$ cat src/utfc_pkg.sv
package utfc_pkg;

    localparam int QUEUE_DEPTH_DEF = 2;
    localparam int ADDR_W = 3;
    localparam int DATA_W = 32;

    localparam logic ADDR_MSB_FIRST = 1'b0;

    typedef enum logic [1:0] {
        KIND_NONE,
        KIND_PAIR,
        KIND_UNIT
    } unit_kind_t;

    typedef struct packed {
        logic       held_emit;
        logic [9:0] held_bits;
        unit_kind_t kind;
        logic [15:0] unit;
    } unit_desc_t;

endpackage

$ cat src/utfc_front.sv
module utfc_front (
    input  logic                clk,
    input  logic                rst_n,
    input  logic                msb_first,
    input  logic                in_valid,
    output logic                in_stall,
    input  logic [7:0]          first_byte,
    input  logic [7:0]          second_byte,
    input  logic                last_unit,
    input  logic                q_full,
    output logic                q_push,
    output utfc_pkg::unit_desc_t q_desc
);
    import utfc_pkg::*;

    logic       held_reg;
    logic       held_next;
    logic [9:0] held_bits_reg;
    logic [9:0] held_bits_next;
    logic       ended_reg;
    logic       ended_next;
    logic [15:0] unit;
    logic       is_high;
    logic       is_low;
    logic       accept;
    unit_desc_t desc;

    assign in_stall = q_full;
    assign accept   = in_valid && !q_full;
    assign unit     = msb_first ? {first_byte, second_byte} : {second_byte, first_byte};
    assign is_high  = (unit[15:10] == 6'b110110);
    assign is_low   = (unit[15:10] == 6'b110111);

    always_comb
    begin
        held_next      = held_reg;
        held_bits_next = held_bits_reg;
        ended_next     = ended_reg;
        desc.held_emit = 1'b0;
        desc.held_bits = held_bits_reg;
        desc.kind      = KIND_NONE;
        desc.unit      = unit;
        if (!ended_reg)
        begin
            if (held_reg && is_low)
            begin
                desc.kind = KIND_PAIR;
                held_next = 1'b0;
            end
            else
            begin
                desc.held_emit = held_reg;
                held_next      = 1'b0;
                if (unit == 16'h0000)
                begin
                    ended_next = 1'b1;
                end
                else if (is_high && !last_unit)
                begin
                    held_next      = 1'b1;
                    held_bits_next = unit[9:0];
                end
                else
                begin
                    desc.kind = KIND_UNIT;
                end
            end
        end
        if (last_unit)
        begin
            held_next      = 1'b0;
            held_bits_next = '0;
            ended_next     = 1'b0;
        end
    end

    assign q_desc = desc;
    assign q_push = accept && (desc.held_emit || desc.kind != KIND_NONE);

    always_ff @(posedge clk or negedge rst_n)
    begin
        if (!rst_n)
        begin
            held_reg  <= 1'b0;
            ended_reg <= 1'b0;
        end
        else if (accept)
        begin
            held_reg  <= held_next;
            ended_reg <= ended_next;
        end
    end

    always_ff @(posedge clk)
    begin
        if (accept)
        begin
            held_bits_reg <= held_bits_next;
        end
    end

endmodule

$ cat src/utfc_queue.sv
module utfc_queue #(
    parameter int DEPTH = utfc_pkg::QUEUE_DEPTH_DEF
) (
    input  logic                 clk,
    input  logic                 rst_n,
    input  logic                 push,
    input  utfc_pkg::unit_desc_t push_desc,
    input  logic                 pop,
    output logic                 full,
    output logic                 not_empty,
    output utfc_pkg::unit_desc_t head
);
    import utfc_pkg::*;

    localparam int PTR_W = (DEPTH > 1) ? $clog2(DEPTH) : 1;
    localparam int CNT_W = $clog2(DEPTH + 1);

    unit_desc_t entries_reg [DEPTH];
    logic [PTR_W-1:0] wr_ptr_reg;
    logic [PTR_W-1:0] wr_ptr_next;
    logic [PTR_W-1:0] rd_ptr_reg;
    logic [PTR_W-1:0] rd_ptr_next;
    logic [CNT_W-1:0] count_reg;
    logic [CNT_W-1:0] count_next;

    assign full      = (count_reg == CNT_W'(DEPTH));
    assign not_empty = (count_reg != '0);
    assign head      = entries_reg[rd_ptr_reg];

    always_comb
    begin
        wr_ptr_next = wr_ptr_reg;
        rd_ptr_next = rd_ptr_reg;
        count_next  = count_reg;
        if (push)
        begin
            wr_ptr_next = (wr_ptr_reg == PTR_W'(DEPTH - 1)) ? '0 : wr_ptr_reg + 1'b1;
        end
        if (pop)
        begin
            rd_ptr_next = (rd_ptr_reg == PTR_W'(DEPTH - 1)) ? '0 : rd_ptr_reg + 1'b1;
        end
        if (push && !pop)
        begin
            count_next = count_reg + 1'b1;
        end
        else if (pop && !push)
        begin
            count_next = count_reg - 1'b1;
        end
    end

    always_ff @(posedge clk or negedge rst_n)
    begin
        if (!rst_n)
        begin
            wr_ptr_reg <= '0;
            rd_ptr_reg <= '0;
            count_reg  <= '0;
        end
        else
        begin
            wr_ptr_reg <= wr_ptr_next;
            rd_ptr_reg <= rd_ptr_next;
            count_reg  <= count_next;
        end
    end

    always_ff @(posedge clk)
    begin
        if (push)
        begin
            entries_reg[wr_ptr_reg] <= push_desc;
        end
    end

endmodule

$ cat src/utfc_back.sv
module utfc_back (
    input  logic                 clk,
    input  logic                 rst_n,
    input  logic                 q_not_empty,
    input  utfc_pkg::unit_desc_t head,
    output logic                 q_pop,
    output logic                 out_valid,
    input  logic                 out_stall,
    output logic [7:0]           utf8_byte,
    output logic                 run_last
);
    import utfc_pkg::*;

    typedef struct packed {
        logic [3:0][7:0] bytes;
        logic [2:0]      len;
    } enc_t;

    function automatic enc_t encode(input logic [20:0] cp);
        enc_t e;
        e.bytes = '0;
        if (cp < 21'h80)
        begin
            e.len      = 3'd1;
            e.bytes[0] = cp[7:0];
        end
        else if (cp < 21'h800)
        begin
            e.len      = 3'd2;
            e.bytes[0] = {3'b110, cp[10:6]};
            e.bytes[1] = {2'b10, cp[5:0]};
        end
        else if (cp < 21'h10000)
        begin
            e.len      = 3'd3;
            e.bytes[0] = {4'b1110, cp[15:12]};
            e.bytes[1] = {2'b10, cp[11:6]};
            e.bytes[2] = {2'b10, cp[5:0]};
        end
        else
        begin
            e.len      = 3'd4;
            e.bytes[0] = {5'b11110, cp[20:18]};
            e.bytes[1] = {2'b10, cp[17:12]};
            e.bytes[2] = {2'b10, cp[11:6]};
            e.bytes[3] = {2'b10, cp[5:0]};
        end
        return e;
    endfunction

    logic [20:0] cp_second;
    enc_t        enc_held;
    enc_t        enc_second;
    logic [2:0]  len_held;
    logic [2:0]  len_second;
    logic [2:0]  total;
    logic [7:0]  seq [6];
    logic        advance;
    logic        run_end;

    logic [2:0]  idx_reg;
    logic [2:0]  idx_next;
    logic        out_valid_reg;
    logic        out_valid_next;
    logic [7:0]  utf8_byte_reg;
    logic [7:0]  utf8_byte_next;
    logic        run_last_reg;
    logic        run_last_next;

    always_comb
    begin
        unique case (head.kind)
            KIND_PAIR: cp_second = 21'h10000 + {1'b0, head.held_bits, head.unit[9:0]};
            KIND_UNIT: cp_second = {5'd0, head.unit};
            default:   cp_second = '0;
        endcase
    end

    assign enc_held   = encode({5'd0, 6'b110110, head.held_bits});
    assign enc_second = encode(cp_second);
    assign len_held   = head.held_emit ? enc_held.len : 3'd0;
    assign len_second = (head.kind == KIND_NONE) ? 3'd0 : enc_second.len;
    assign total      = len_held + len_second;

    // held surrogate bytes first, if any, then the bytes of the new unit
    always_comb
    begin
        if (head.held_emit)
        begin
            seq[0] = enc_held.bytes[0];
            seq[1] = enc_held.bytes[1];
            seq[2] = enc_held.bytes[2];
            seq[3] = enc_second.bytes[0];
            seq[4] = enc_second.bytes[1];
            seq[5] = enc_second.bytes[2];
        end
        else
        begin
            seq[0] = enc_second.bytes[0];
            seq[1] = enc_second.bytes[1];
            seq[2] = enc_second.bytes[2];
            seq[3] = enc_second.bytes[3];
            seq[4] = 8'h00;
            seq[5] = 8'h00;
        end
    end

    assign advance = !out_valid_reg || !out_stall;
    assign run_end = (idx_reg == total - 3'd1);

    always_comb
    begin
        idx_next       = idx_reg;
        out_valid_next = out_valid_reg;
        utf8_byte_next = utf8_byte_reg;
        run_last_next  = run_last_reg;
        q_pop          = 1'b0;
        if (advance)
        begin
            out_valid_next = q_not_empty;
            if (q_not_empty)
            begin
                utf8_byte_next = seq[idx_reg];
                run_last_next  = run_end;
                if (run_end)
                begin
                    idx_next = '0;
                    q_pop    = 1'b1;
                end
                else
                begin
                    idx_next = idx_reg + 3'd1;
                end
            end
        end
    end

    always_ff @(posedge clk or negedge rst_n)
    begin
        if (!rst_n)
        begin
            idx_reg       <= '0;
            out_valid_reg <= 1'b0;
        end
        else
        begin
            idx_reg       <= idx_next;
            out_valid_reg <= out_valid_next;
        end
    end

    always_ff @(posedge clk)
    begin
        utf8_byte_reg <= utf8_byte_next;
        run_last_reg  <= run_last_next;
    end

    assign out_valid = out_valid_reg;
    assign utf8_byte = utf8_byte_reg;
    assign run_last  = run_last_reg;

endmodule

$ cat src/utf16_to_utf8_converter_top.sv
// channel   dir   handshake            payload
// input     in    in_valid / in_stall   first_byte, second_byte, last_unit
// output    out   out_valid / out_stall utf8_byte, run_last
// config    in    apb write/read        msb_first at byte address 0
//
// the front takes one code unit per cycle while the queue has room
// the back sends one utf-8 byte per cycle while out_stall is low, so a unit
// gives 1 to 6 bytes there, sent by the byte serializer at the output register
// the first byte of a unit passes the queue entry, then the output register
// units that give no bytes never enter the queue; reset empties queue and state
module utf16_to_utf8_converter_top #(
    parameter int QUEUE_DEPTH = utfc_pkg::QUEUE_DEPTH_DEF
) (
    input  logic                        clk,
    input  logic                        rst_n,
    input  logic                        psel,
    input  logic                        penable,
    input  logic                        pwrite,
    input  logic [utfc_pkg::ADDR_W-1:0] paddr,
    input  logic [utfc_pkg::DATA_W-1:0] pwdata,
    output logic [utfc_pkg::DATA_W-1:0] prdata,
    output logic                        pready,
    input  logic                        in_valid,
    output logic                        in_stall,
    input  logic [7:0]                  first_byte,
    input  logic [7:0]                  second_byte,
    input  logic                        last_unit,
    output logic                        out_valid,
    input  logic                        out_stall,
    output logic [7:0]                  utf8_byte,
    output logic                        run_last
);
    import utfc_pkg::*;

    logic       msb_first_reg;
    logic       msb_first_next;
    logic       cfg_hit;
    logic       q_push;
    logic       q_pop;
    logic       q_full;
    logic       q_not_empty;
    unit_desc_t push_desc;
    unit_desc_t head;

    assign pready  = 1'b1;
    assign cfg_hit = (paddr[ADDR_W-1] == ADDR_MSB_FIRST);

    always_comb
    begin
        msb_first_next = msb_first_reg;
        if (psel && penable && pwrite && cfg_hit)
        begin
            msb_first_next = pwdata[0];
        end
    end

    always_ff @(posedge clk or negedge rst_n)
    begin
        if (!rst_n)
        begin
            msb_first_reg <= 1'b0;
        end
        else
        begin
            msb_first_reg <= msb_first_next;
        end
    end

    assign prdata = cfg_hit ? {{(DATA_W-1){1'b0}}, msb_first_reg} : '0;

    utfc_front u_front (
        .clk         (clk),
        .rst_n       (rst_n),
        .msb_first   (msb_first_reg),
        .in_valid    (in_valid),
        .in_stall    (in_stall),
        .first_byte  (first_byte),
        .second_byte (second_byte),
        .last_unit   (last_unit),
        .q_full      (q_full),
        .q_push      (q_push),
        .q_desc      (push_desc)
    );

    utfc_queue #(
        .DEPTH (QUEUE_DEPTH)
    ) u_queue (
        .clk       (clk),
        .rst_n     (rst_n),
        .push      (q_push),
        .push_desc (push_desc),
        .pop       (q_pop),
        .full      (q_full),
        .not_empty (q_not_empty),
        .head      (head)
    );

    utfc_back u_back (
        .clk         (clk),
        .rst_n       (rst_n),
        .q_not_empty (q_not_empty),
        .head        (head),
        .q_pop       (q_pop),
        .out_valid   (out_valid),
        .out_stall   (out_stall),
        .utf8_byte   (utf8_byte),
        .run_last    (run_last)
    );

endmodule
$ cat config.mk
export PLATFORM = sky130hd
export DESIGN_NAME = utf16_to_utf8_converter_top
export DESIGN_NICKNAME = d
export VERILOG_FILES = /design/src/utfc_pkg.sv /design/src/utfc_front.sv /design/src/utfc_queue.sv /design/src/utfc_back.sv /design/src/utf16_to_utf8_converter_top.sv
export SDC_FILE = /design/constraint.sdc
export NUM_CORES = 1
export LEC_CHECK = 0
export ABC_AREA = 1
export BUFFER_PORTS_ARGS = -buffer_cell sky130_fd_sc_hd__buf_4
export CAP_MARGIN = 20
export CELL_PAD_IN_SITES_DETAIL_PLACEMENT = 2
export CELL_PAD_IN_SITES_GLOBAL_PLACEMENT = 2
export CORE_ASPECT_RATIO = 0.6
export CORE_UTILIZATION = 35
export CTS_CLUSTER_SIZE = 24
export DETAILED_ROUTE_END_ITERATION = 12
export GPL_TIMING_DRIVEN = 0
export HOLD_SLACK_MARGIN = 0.15
export PLACE_DENSITY_LB_ADDON = 0.1
export SYNTH_ARGS = -nofsm -noshare
export SYNTH_HDL_FRONTEND = slang
export SYNTH_SLANG_ARGS = --single-unit
$ cat constraint.sdc
create_clock -name clk -period 8.4 [get_ports clk]
set_input_delay 0.84 -clock clk [delete_from_list [all_inputs] [get_ports clk]]
set_output_delay 0.84 -clock clk [all_outputs]
set_load 0.01 [all_outputs]
==> reports/qor.csv, run 1 <==
stage,metric,value,unit
timing,fin_crit,6084,ps
timing,endpoints_failing_hold,0,
floorplan,floorplan.rows,34,
yosys,ys_async_sr_fraction,0.1250,
place,dp_cells,895,
global_routing,grt_max_degree,30,
critical_path,worstPathRequired,8620,ps
clocking,clk_pin_slew,70,ps
cells_and_area,post_layout_nonfiller_instances,911,
yosys,synthDistinctLibCells,41,
cells_and_area,layout.cells.most_common_list,"166 x nand2_1, 77 x edfxtp_1, 73 x buf_4",
pwr,power_per_cell_area,439.1,nW/um^2
routing,wire_per_inst,20.50,um
routing,drt_pre_antenna_iters,5,
timing,timing.slew.headroom,0.3337,
yosys,synth-seq-cells,88,
yosys,synthesis.instances,629,
critical_path,path_buf_inv,8,
clocking,tritoncts,built,
cells_and_area,finalNetCount,776,
routing,initialDrtViolationCount,289,
yosys,synth.top_cell.area_share,0.4384,
critical_path,slowest_delay,500,ps
clocking,cts_made_buffers,9,
critical_path,crit_path_top_delay_cell,nor3_2,
floorplan,design.die.area,15580,um^2
run_status,run_status,"complete, no violations",
clocking,cts_hold_buffers,0,
routing,via_count,4717,
floorplan,die_y,97.09,um
timing,final.period_utilization,0.7242,
clocking,cts.repair.resized,0,
global_routing,first_pass_grt_wire_length,29.09,mm
clocking,htree_num_levels,3,
timing,final-max-slew-violation-count,0,
timing,timing.clock.skew,11.53,ps
cells_and_area,drive_above_1_share,0.1837,
critical_path,worst_setup_path_start_kind,flip-flop,
global_routing,via_count_of_the_first_global_routing_pass,5096,
cells_and_area,largest_register_ffs,58,
timing,setup_violations,0,
cells_and_area,most_frequent_standard_cell_in_the_layout_excluding_fill_and_tap_cells,nand2_1,
routing,remaining_antenna_violation_count,0,
yosys,ys_seq_area_frac,0.4906,
clocking,clock_net_sink_count,88,
timing,unrepaired_setup_endpoints_after_global_routing,no,
pwr,leakage,0.002824,uW
critical_path,crit_type,reg -> reg,
critical_path,critical-path-top-cell-by-count,nand2_1,
yosys,most_used_flip_flop_cell_after_synthesis,edfxtp_1,
routing,number_of_drc_violations_after_detailed_routing,0,
yosys,synth_edf_count,77,
place,dpl.hpwl,14.82,mm
critical_path,end_kind,flip-flop,
yosys,top_cells_by_area_in_the_synthesized_netlist,"edfxtp_1 44%, nand2_1 12%, dfrtp_1 5.2%",
clocking,cts_post_setup_buffers_inserted,0,
clocking,clock_insertion_delay_worst_skew,350,ps
timing,timing.setup.tns,0,ps
floorplan,area_of_the_core_region,14590,um^2
routing,wl,18.67,mm
critical_path,crit_fanout,10,
global_routing,globalRoute.totalOverflow,0,
yosys,synth.avg_cell_area,8.384,um^2
cells_and_area,area_delta_synth_final,18.15,%
yosys,synth.largest_area_cell,edfxtp_1,
pwr,ir_drop,0.0002066,V
critical_path,timing.critical_path.max_delay_family,simple AND/OR/NAND/NOR gates,
yosys,synth_warnings,0,
timing,achievable-frequency,164.4,MHz
global_routing,all_layer_global_routing_usage,0.2519,
floorplan,count_of_boundary_i_o_pins,103,
floorplan,initial_utilization,0.3614,
place,port-buffer-count,37,
flow_run,drv.max_cap_violation_count,0,
worst_hold_path,hold_class,in -> async,
yosys,post_synthesis_cell_area,5274,um^2
cells_and_area,antenna_diode_instance_count,0,
place,finalWeightedCongestion,0.9207,
routing,post_drt_via_cell_ratio,5.178,
timing,worst_pin_slew,997.1,ps
floorplan,fp.dieW,160.5,um
clocking,buffer_cell_driving_the_clock_tree_root,clkbuf_16,
clocking,clock_buffer_depth,2,
global_routing,antenna_found_initial,0,
critical_path,data_arrival_critical_path,6300,ps
[routing by layer]
layer | GRT usage | share of wire | up-vias
met5 | 0 | 0 | -
met4 | 0.04689 | 0.0082 | 0
met3 | 0.04652 | 0.051 | 18
met2 | 0.4063 | 0.46 | 121
met1 | 0.3546 | 0.48 | 2409
li1 | - | - | 2169
[power by group]
part | switching (uW) | leakage, uW | internal (uW)
sequential | 44.5 | 0.000852 | 644
combinational | 1130 | 0.00183 | 501
clock | 184 | 0.000146 | 233
[cell families after synthesis]
group,synth area share
and+or+nand+nor,0.2721
buffers and inverters,0.1210
DFF,0.4906
AOI/OAI and AO/OA,0.07853
xor gates and xnor gates,0.01495
adders and majority gates,0.02135
other,0.001424
[cell usage after synthesis, drive strengths merged, types with 9 or more instances]
cell type,number
ha,9
or2,17
buf,45
a21oi,14
o211ai,10
nand2,170
inv,70
nor2,67
o21ai,41
edfxtp,77
nand3,52
dfrtp,11
[metrics by stage]
step | setup slack (ps) | utilization | cell area, um^2 | total power (uW) | hold WS [ps]
final | 2316 | 0.4270 | 6231 | 2736 | 321.9
after global routing | 1748 | 0.4270 | 6231 | 2939 | 321.3
after CTS | 2282 | 0.4270 | 6231 | 2739 | 317.4
after detailed placement | 2376 | 0.4067 | 5934 | 2302 | 437.7
after global placement | 2756 | 0.4052 | 5912 | 2200 | 423.7
after floorplan | 3863 | - | 5386 | 1751 | 421.5
[final cells by class]
type,instances,area [um^2]
clock inverter,6,67.56
sequential,88,2587
timing repair buffer,38,285.3
fill,1683,8361
buffer,52,369.1
clock buffer,10,229.0
inverter,71,269.0
multi-input combinational,448,2176
tap,198,247.7
[path summary, 6_finish.rpt]
| kind | start | to | cells after the start | slack (ps) |
|---|---|---|---|---|
| worst max-delay path | u_queue.rd_ptr_reg | u_queue.count_reg[1] | 29 | 2320 |
| worst max register to register | u_queue.rd_ptr_reg | u_queue.count_reg[1] | 29 | 2320 |
| min in group clk | u_front.held_bits_reg[5] | u_queue.entries_reg[1][23] | 0 | 460 |
| max in group asynchronous | rst_n | msb_first_reg | 1 | 7910 |
| worst min-delay path | rst_n | u_back.out_valid | 1 | 320 |
| worst min register to register | u_front.held_bits_reg[5] | u_queue.entries_reg[1][23] | 0 | 460 |
(Power assumes the default switching activity.)
==> run 2: changes to the inputs <==
--- a/config.mk
+++ b/config.mk
@@ -5,7 +5,7 @@
 export SDC_FILE = /design/constraint.sdc
 export NUM_CORES = 1
 export LEC_CHECK = 0
-export ABC_AREA = 1
+export ABC_AREA = 0
 export BUFFER_PORTS_ARGS = -buffer_cell sky130_fd_sc_hd__buf_4
 export CAP_MARGIN = 20
 export CELL_PAD_IN_SITES_DETAIL_PLACEMENT = 2
==> constraint.sdc (replaced) <==
create_clock -name clk -period 6.1 [get_ports clk]
set_input_delay 0.61 -clock clk [delete_from_list [all_inputs] [get_ports clk]]
set_output_delay 0.61 -clock clk [all_outputs]
set_load 0.01 [all_outputs]
==> reports/qor.csv, run 2 <==
stage,metric,value,unit,change
pwr,total_power,3413,uW,+25%
critical_path,worstPathRequired,6380,ps,-2240 ps
timing,unrepaired_setup_endpoints_after_global_routing,no,,
critical_path,rr_startpoint,u_queue.rd_ptr_reg,,
yosys,post_synth_mux_area_share,0.1021,,+0.1021
yosys,synth.most_common_cell,edfxtp_1,,
cells_and_area,post-route-util,0.4360,,+0.008989
timing,final.period_utilization,0.9511,,+0.2268
pwr,cellInternalPower,1877,uW,+36%
yosys,synth_edf_count,77,,unchanged
floorplan,area_of_the_core_region,14550,um^2,-0.29%
pwr,power.sequential.fraction,0.278,,+0.026
cells_and_area,layout.cells.most_common_list,"77 x edfxtp_1, 75 x buf_4, 43 x nor2_1",,
global_routing,via_count_of_the_first_global_routing_pass,4512,,-11%
pwr,ir_drop,0.0002188,V,+5.9%
floorplan,fp.dieW,160.0,um,-0.27%
timing,worst_slack,298.5,ps,-2018 ps
critical_path,path_buf_inv,7,,-1
cells_and_area,area_delta_synth_final,20.94,%,
critical_path,timing.critical_path.max_delay_family,simple AND/OR/NAND/NOR gates,,
clocking,clk_pin_slew,70,ps,about the same
yosys,synth_top_family_by_area,compound AO/OA/AOI/OAI gates,,
critical_path,critical_path_depth,25,,-14%
critical_path,data_arrival_critical_path,6080,ps,-220 ps
timing,fin_crit,5801,ps,-282.1 ps
global_routing,globalRoute.totalOverflow,0,,unchanged
timing,achievable-frequency,172.4,MHz,+4.9%
routing,initialDrtViolationCount,246,,-15%
pwr,p_sw_frac,0.4500,,-0.04625
yosys,synth-compound-area-share,0.1386,,+0.06007
yosys,synthesis.instances,494,,-21%
timing,timing.slew.headroom,0.4869,,+0.1532
global_routing,all_layer_global_routing_usage,0.2379,,-0.01400
floorplan,initial_utilization,0.3605,,-0.0009212
place,dp_slack,-573.6,ps,-2950 ps
pwr,power.clock.fraction,0.167,,+0.015
clocking,clock_buffer_depth,2,,unchanged
critical_path,critical-path-top-cell-by-count,buf_6,,
yosys,ys_seq_area_frac,0.4933,,+0.002692
pwr,comb_power_share,0.555,,-0.041
worst_hold_path,hold_class,reg -> reg,,
worst_hold_path,hold_end,u_queue.entries_reg[1][24],,
yosys,ys_async_sr_fraction,0.1250,,unchanged
yosys,xor_xnor_share_of_the_synthesized_area,0.01837,,+0.003422
routing,via_count,4210,,-11%
timing,endpoints_failing_hold,0,,unchanged
place,port-buffer-count,37,,unchanged
clocking,tritoncts,built,,
yosys,synthDistinctLibCells,68,,+66%
timing,timing.clock.skew,11.13,ps,-0.3941 ps
critical_path,worst_setup_path_start_kind,flip-flop,,
flow_run,drv.max_cap_violation_count,0,,unchanged
worst_hold_path,worstHoldStart,u_front.held_bits_reg[6],,
critical_path,worstReg2RegEnd,u_queue.count_reg[1],,
clocking,clock_net_sink_count,88,,unchanged
yosys,post_synthesis_cell_area,5245,um^2,-0.55%
critical_path,end_kind,flip-flop,,
critical_path,slowest_delay,410,ps,-90 ps
pwr,power_switching,1536,uW,+13%
worst_hold_path,timing.hold.worst_path_depth,0,,
cells_and_area,most_frequent_standard_cell_in_the_layout_excluding_fill_and_tap_cells,edfxtp_1,,
cells_and_area,design_area_final,6344,um^2,+1.8%
routing,remaining_antenna_violation_count,0,,unchanged
clocking,clock_insertion_delay_worst_skew,350,ps,about the same
place,finalWeightedCongestion,0.8924,,-3.1%
global_routing,grt_max_degree,30,,unchanged
cells_and_area,post_layout_nonfiller_instances,782,,-14%
clocking,htree_num_levels,3,,unchanged
global_routing,first_pass_grt_wire_length,27.41,mm,-5.8%
yosys,most_used_flip_flop_cell_after_synthesis,edfxtp_1,,
timing,worst_pin_slew,769.7,ps,-227.4 ps
floorplan,design.die.area,15500,um^2,-0.53%
yosys,synth_warnings,0,,unchanged
routing,number_of_drc_violations_after_detailed_routing,0,,unchanged
cells_and_area,finalNetCount,647,,-17%
clocking,buffer_cell_driving_the_clock_tree_root,clkbuf_16,,
yosys,synth_fa_ha_area_frac,0.02147,,+0.0001172
yosys,synth-seq-cells,88,,unchanged
pwr,leakage,0.002514,uW,-11%
critical_path,crit_fanout,10,,unchanged
cells_and_area,antenna_diode_instance_count,0,,unchanged
routing,drt_pre_antenna_iters,5,,unchanged
critical_path,crit_path_top_delay_cell,ha_2,,
floorplan,count_of_boundary_i_o_pins,103,,unchanged
critical_path,reg2reg_slack,300,ps,-2020 ps
clocking,cts_made_buffers,9,,unchanged
place,dpl.hpwl,13.59,mm,-8.3%
critical_path,crit_type,reg -> reg,,
yosys,synth.avg_cell_area,10.62,um^2,+27%
yosys,top_cells_by_area_in_the_synthesized_netlist,"edfxtp_1 44%, mux2i_1 6.7%, dfrtp_1 5.2%",,
routing,wl,17.60,mm,-5.8%
yosys,synth_top_cells_by_count,"77 x edfxtp_1, 45 x nor2_1, 44 x nand2_1",,
routing,wire_per_inst,22.50,um,+9.8%
cells_and_area,largest_register_ffs,58,,unchanged
pwr,power_per_cell_area,538.0,nW/um^2,+23%
timing,final-max-slew-violation-count,0,,unchanged
yosys,synth_simple_gate_area_frac,0.1362,,-0.1359
yosys,synth.top_cell.area_share,0.4408,,+0.002406
run_status,run_status,"complete, no violations",,
cells_and_area,drive_above_1_share,0.2500,,+0.06627
critical_path,timing.reg2reg.worst_path_depth,25,,-14%
place,dp_cells,763,,-15%
place,dpl-instance-area,5921,um^2,-0.23%
timing,setup_violations,0,,unchanged
global_routing,antenna_found_initial,0,,unchanged
floorplan,die_y,96.83,um,-0.27%
routing,post_drt_via_cell_ratio,5.384,,+4.0%
yosys,synth.largest_area_cell,edfxtp_1,,
floorplan,floorplan.rows,34,,unchanged
## run 2: cells by family (layout without fill, tap and decap cells)
kind of cell | after synthesis | count (layout)
buffers and inverters | 82 | 142
other | 2 | 32
AO/OA/AOI/OAI | 104 | 104
multiplexers | 50 | 50
AND/OR/NAND/NOR | 148 | 148
adder cells (fa/ha/maj) | 9 | 9
XOR/XNOR | 11 | 11
flip-flops | 88 | 88
## run 2: layout make-up
cell class,count,area (um^2)
well taps,198,247.7
repair buffers,44,332.8
inverters,27,101.3
flip-flops and latches,88,2587
clock inverters,6,67.56
clock buffers,10,229.0
plain buffers,55,369.1
multi-input cells,354,2409
fillers,1558,8205
## run 2: stage by stage
| stage | hold WS, ps | TNS [ps] |
|---|---|---|
| floorplan | 314.4 | 0 |
| global placement | 423.1 | -25980 |
| detailed placement | 434.6 | -1319 |
| CTS | 450.0 | 0 |
| global route | 460.0 | 0 |
| finish | 454.7 | 0 |
## run 2: worst max-delay path by stage
stage	startpoint	endpoint	slack, ps
6_report	u_queue.rd_ptr_reg	u_queue.count_reg[1]	300
4_1_cts	u_queue.rd_ptr_reg	u_queue.count_reg[1]	0.7
5_1_grt	u_queue.rd_ptr_reg	u_queue.count_reg[1]	30
2_1_floorplan	u_queue.rd_ptr_reg	u_queue.count_reg[1]	1110
3_5_place_dp	u_queue.rd_ptr_reg	u_queue.count_reg[1]	-570
3_3_place_gp	msb_first_reg	u_queue.entries_reg[0][24]	-870
## run 2: repair_timing
| action | CTS | global route |
|---|---|---|
| hold buffers | 1 | 0 |
| endpoints found under the setup margin | 7 | 2 |
| resized for setup | 11 | 14 |
| pin swaps | 1 | 0 |
| setup buffers | 1 | 0 |
| hold endpoints to repair | 11 | 0 |
## run 2: power groups by stage
| stage | clock [uW] | sequential, uW | combinational, uW |
|---|---|---|---|
| after floorplan | 0 | 959 | 1180 |
| after global placement | 0 | 956 | 1690 |
| after detailed placement | 0 | 961 | 1770 |
| after CTS | 584 | 950 | 1820 |
| after global routing | 603 | 965 | 2050 |
| final | 569 | 948 | 1900 |
## run 2: metal layers
metal	GRT usage	share of wire	vias to the layer above
met5	0	0	-
met4	0.05495	0.010	0
met3	0.04760	0.047	16
met2	0.3609	0.44	107
met1	0.3471	0.50	2154
li1	-	-	1933
==> run 3: changes to the inputs <==
--- a/config.mk
+++ b/config.mk
@@ -7,7 +7,6 @@
 export LEC_CHECK = 0
 export ABC_AREA = 0
 export BUFFER_PORTS_ARGS = -buffer_cell sky130_fd_sc_hd__buf_4
-export CAP_MARGIN = 20
 export CELL_PAD_IN_SITES_DETAIL_PLACEMENT = 2
 export CELL_PAD_IN_SITES_GLOBAL_PLACEMENT = 2
 export CORE_ASPECT_RATIO = 0.6
==> constraint.sdc (replaced) <==
create_clock -name clk -period 5.5 [get_ports clk]
set_input_delay 0.55 -clock clk [delete_from_list [all_inputs] [get_ports clk]]
set_output_delay 0.55 -clock clk [all_outputs]
set_load 0.01 [all_outputs]
==> reports/qor.csv, run 3 (same netlist as run 2, synthesis figures left out) <==
stage,metric,value,unit,change
floorplan,count_of_boundary_i_o_pins,103,,unchanged
critical_path,worst_setup_path_start_kind,flip-flop,,
floorplan,initial_utilization,0.3605,,unchanged
place,dpl-instance-area,5921,um^2,unchanged
run_status,run_status,"complete, no violations",,
place,dp_slack,-1139,ps,-565.3 ps
critical_path,rr_startpoint,u_queue.rd_ptr_reg,,
flow_run,drv.max_cap_violation_count,0,,unchanged
timing,fin_crit,5265,ps,-536.0 ps
cells_and_area,design_area_final,6377,um^2,+0.53%
routing,remaining_antenna_violation_count,0,,unchanged
timing,timing.slew.headroom,0.2744,,-0.2124
timing,fin_worst_hold_slack,406.5,ps,-48.24 ps
global_routing,via_count_of_the_first_global_routing_pass,4540,,+0.62%
cells_and_area,antenna_diode_instance_count,0,,unchanged
timing,timing.clock.skew,10.66,ps,-0.4705 ps
routing,wire_per_inst,22.55,um,+0.23%
worst_hold_path,timing.hold.worst_path_depth,2,,+2
floorplan,floorplan.rows,34,,unchanged
critical_path,crit_type,reg -> reg,,
floorplan,die_y,96.83,um,unchanged
cells_and_area,layout.cells.most_common_list,"78 x buf_4, 77 x edfxtp_1, 43 x nor2_1",,
global_routing,globalRoute.totalOverflow,0,,unchanged
floorplan,fp.dieW,160.0,um,unchanged
global_routing,grt_max_degree,30,,unchanged
pwr,power_per_cell_area,601.3,nW/um^2,+12%
critical_path,worstPathRequired,5780,ps,-600 ps
timing,final-max-slew-violation-count,0,,unchanged
timing,worst_pin_slew,1084,ps,+314.6 ps
timing,worst_slack,234.5,ps,-63.99 ps
routing,via_count,4284,,+1.8%
global_routing,first_pass_grt_wire_length,27.26,mm,-0.55%
clocking,clock_insertion_delay_worst_skew,350,ps,about the same
clocking,htree_num_levels,3,,unchanged
global_routing,all_layer_global_routing_usage,0.2364,,-0.001529
pwr,ir_drop,0.0003167,V,+45%
worst_hold_path,hold_class,in -> reg,,
worst_hold_path,hold_end,u_front.ended_reg,,
timing,achievable-frequency,189.9,MHz,+10%
cells_and_area,largest_register_ffs,58,,unchanged
clocking,buffer_cell_driving_the_clock_tree_root,clkbuf_16,,
global_routing,antenna_found_initial,1,,+1
cells_and_area,most_frequent_standard_cell_in_the_layout_excluding_fill_and_tap_cells,buf_4,,
routing,number_of_drc_violations_after_detailed_routing,0,,unchanged
critical_path,reg2reg_slack,230,ps,-60 ps
pwr,total_power,3835,uW,+12%
cells_and_area,post-route-util,0.4383,,+0.002321
clocking,cts_made_buffers,9,,unchanged
critical_path,end_kind,flip-flop,,
routing,drt_pre_antenna_iters,4,,-1
routing,initialDrtViolationCount,305,,+24%
floorplan,design.die.area,15500,um^2,unchanged
clocking,clock_net_sink_count,88,,unchanged
routing,post_drt_via_cell_ratio,5.464,,+1.5%
clocking,clk_pin_slew,70,ps,about the same
worst_hold_path,worstHoldStart,last_unit,,
floorplan,area_of_the_core_region,14550,um^2,unchanged
cells_and_area,area_delta_synth_final,21.59,%,
clocking,tritoncts,built,,
critical_path,crit_fanout,19,,+9
critical_path,worstReg2RegEnd,u_queue.count_reg[1],,
place,finalWeightedCongestion,0.8924,,unchanged
routing,wl,17.68,mm,+0.48%
critical_path,data_arrival_critical_path,5540,ps,-540 ps
timing,final.period_utilization,0.9574,,+0.006295
place,port-buffer-count,37,,unchanged
cells_and_area,drive_above_1_share,0.2543,,+0.004266
clocking,clock_buffer_depth,2,,unchanged
place,dpl.hpwl,13.58,mm,about the same
timing,endpoints_failing_hold,0,,unchanged
timing,setup_violations,0,,unchanged
pwr,leakage,0.002529,uW,+0.60%
critical_path,timing.reg2reg.worst_path_depth,24,,-4.0%
cells_and_area,finalNetCount,649,,+0.31%
-- run 3: worst max-delay path, cell delays in order (launching register included) --
cell and delay, ps:
dfrtp_1 340, buf_6 180, buf_6 210, buf_12 210
mux2i_4 350, inv_1 130, ha_4 220, o21a_2 300
and2_4 170, or4b_1 500, buf_2 200, nor2_4 230
or3_1 160, ha_1 220, inv_1 60, ha_1 150
xor2_1 180, xnor2_1 170, xnor2_1 120, nor3_2 250
nand2_1 130, ha_1 220, xor2_1 150, nor2_1 130
xor2_1 150
-- run 3: how the worst max path moves through the flow --
stage | slack [ps] | to | cells after the start | startpoint
finish | 230 | u_queue.count_reg[1] | 24 | u_queue.rd_ptr_reg
detailed placement | -1140 | u_queue.count_reg[1] | 25 | u_queue.rd_ptr_reg
global placement | -1470 | u_queue.entries_reg[0][24] | 8 | msb_first_reg
CTS | 50 | u_queue.count_reg[1] | 24 | u_queue.rd_ptr_reg
global route | -20 | u_queue.count_reg[1] | 24 | u_queue.rd_ptr_reg
floorplan | 510 | u_queue.count_reg[1] | 25 | u_queue.rd_ptr_reg
-- run 3: where the power goes --
| part | internal, uW | switching (uW) | total [uW] |
|---|---|---|---|
| registers | 973 | 80.2 | 1050 |
| logic | 793 | 1360 | 2150 |
| clock network | 354 | 277 | 631 |
| total | 2120 | 1710 | 3830 |
-- run 3: per-layer routing --
metal	track usage	wire, um	vias to the layer above
li1	-	-	1935
met1	0.3479	8791	2192
met2	0.3672	7886	134
met3	0.03774	825	21
met4	0.04396	165	2
met5	0	13	-
-- run 3: stage by stage --
| stage | instances | TNS [ps] |
|---|---|---|
| 2_1_floorplan | 524 | 0 |
| 3_3_place_gp | 759 | -47150 |
| 3_5_place_dp | 763 | -5220 |
| 4_1_cts | 781 | 0 |
| 5_1_grt | 784 | -22.14 |
| 6_report | 784 | 0 |
-- run 3: layout make-up --
class	count	area (um^2)
inverters	27	101.3
clock inverters	6	67.56
fillers	1551	8172
clock buffers	10	229.0
well taps	198	247.7
multi-input cells	354	2419
flip-flops and latches	88	2587
plain buffers	54	370.4
repair buffers	47	355.3
-- run 3: timing repair --
action / in CTS / in global routing
endpoints found under the hold margin: 11 / 0
resized for setup: 16 / 13
setup endpoints to repair: 7 / 2
hold buffers: 1 / 0
pin swaps: 2 / 1
setup buffers: 2 / 3
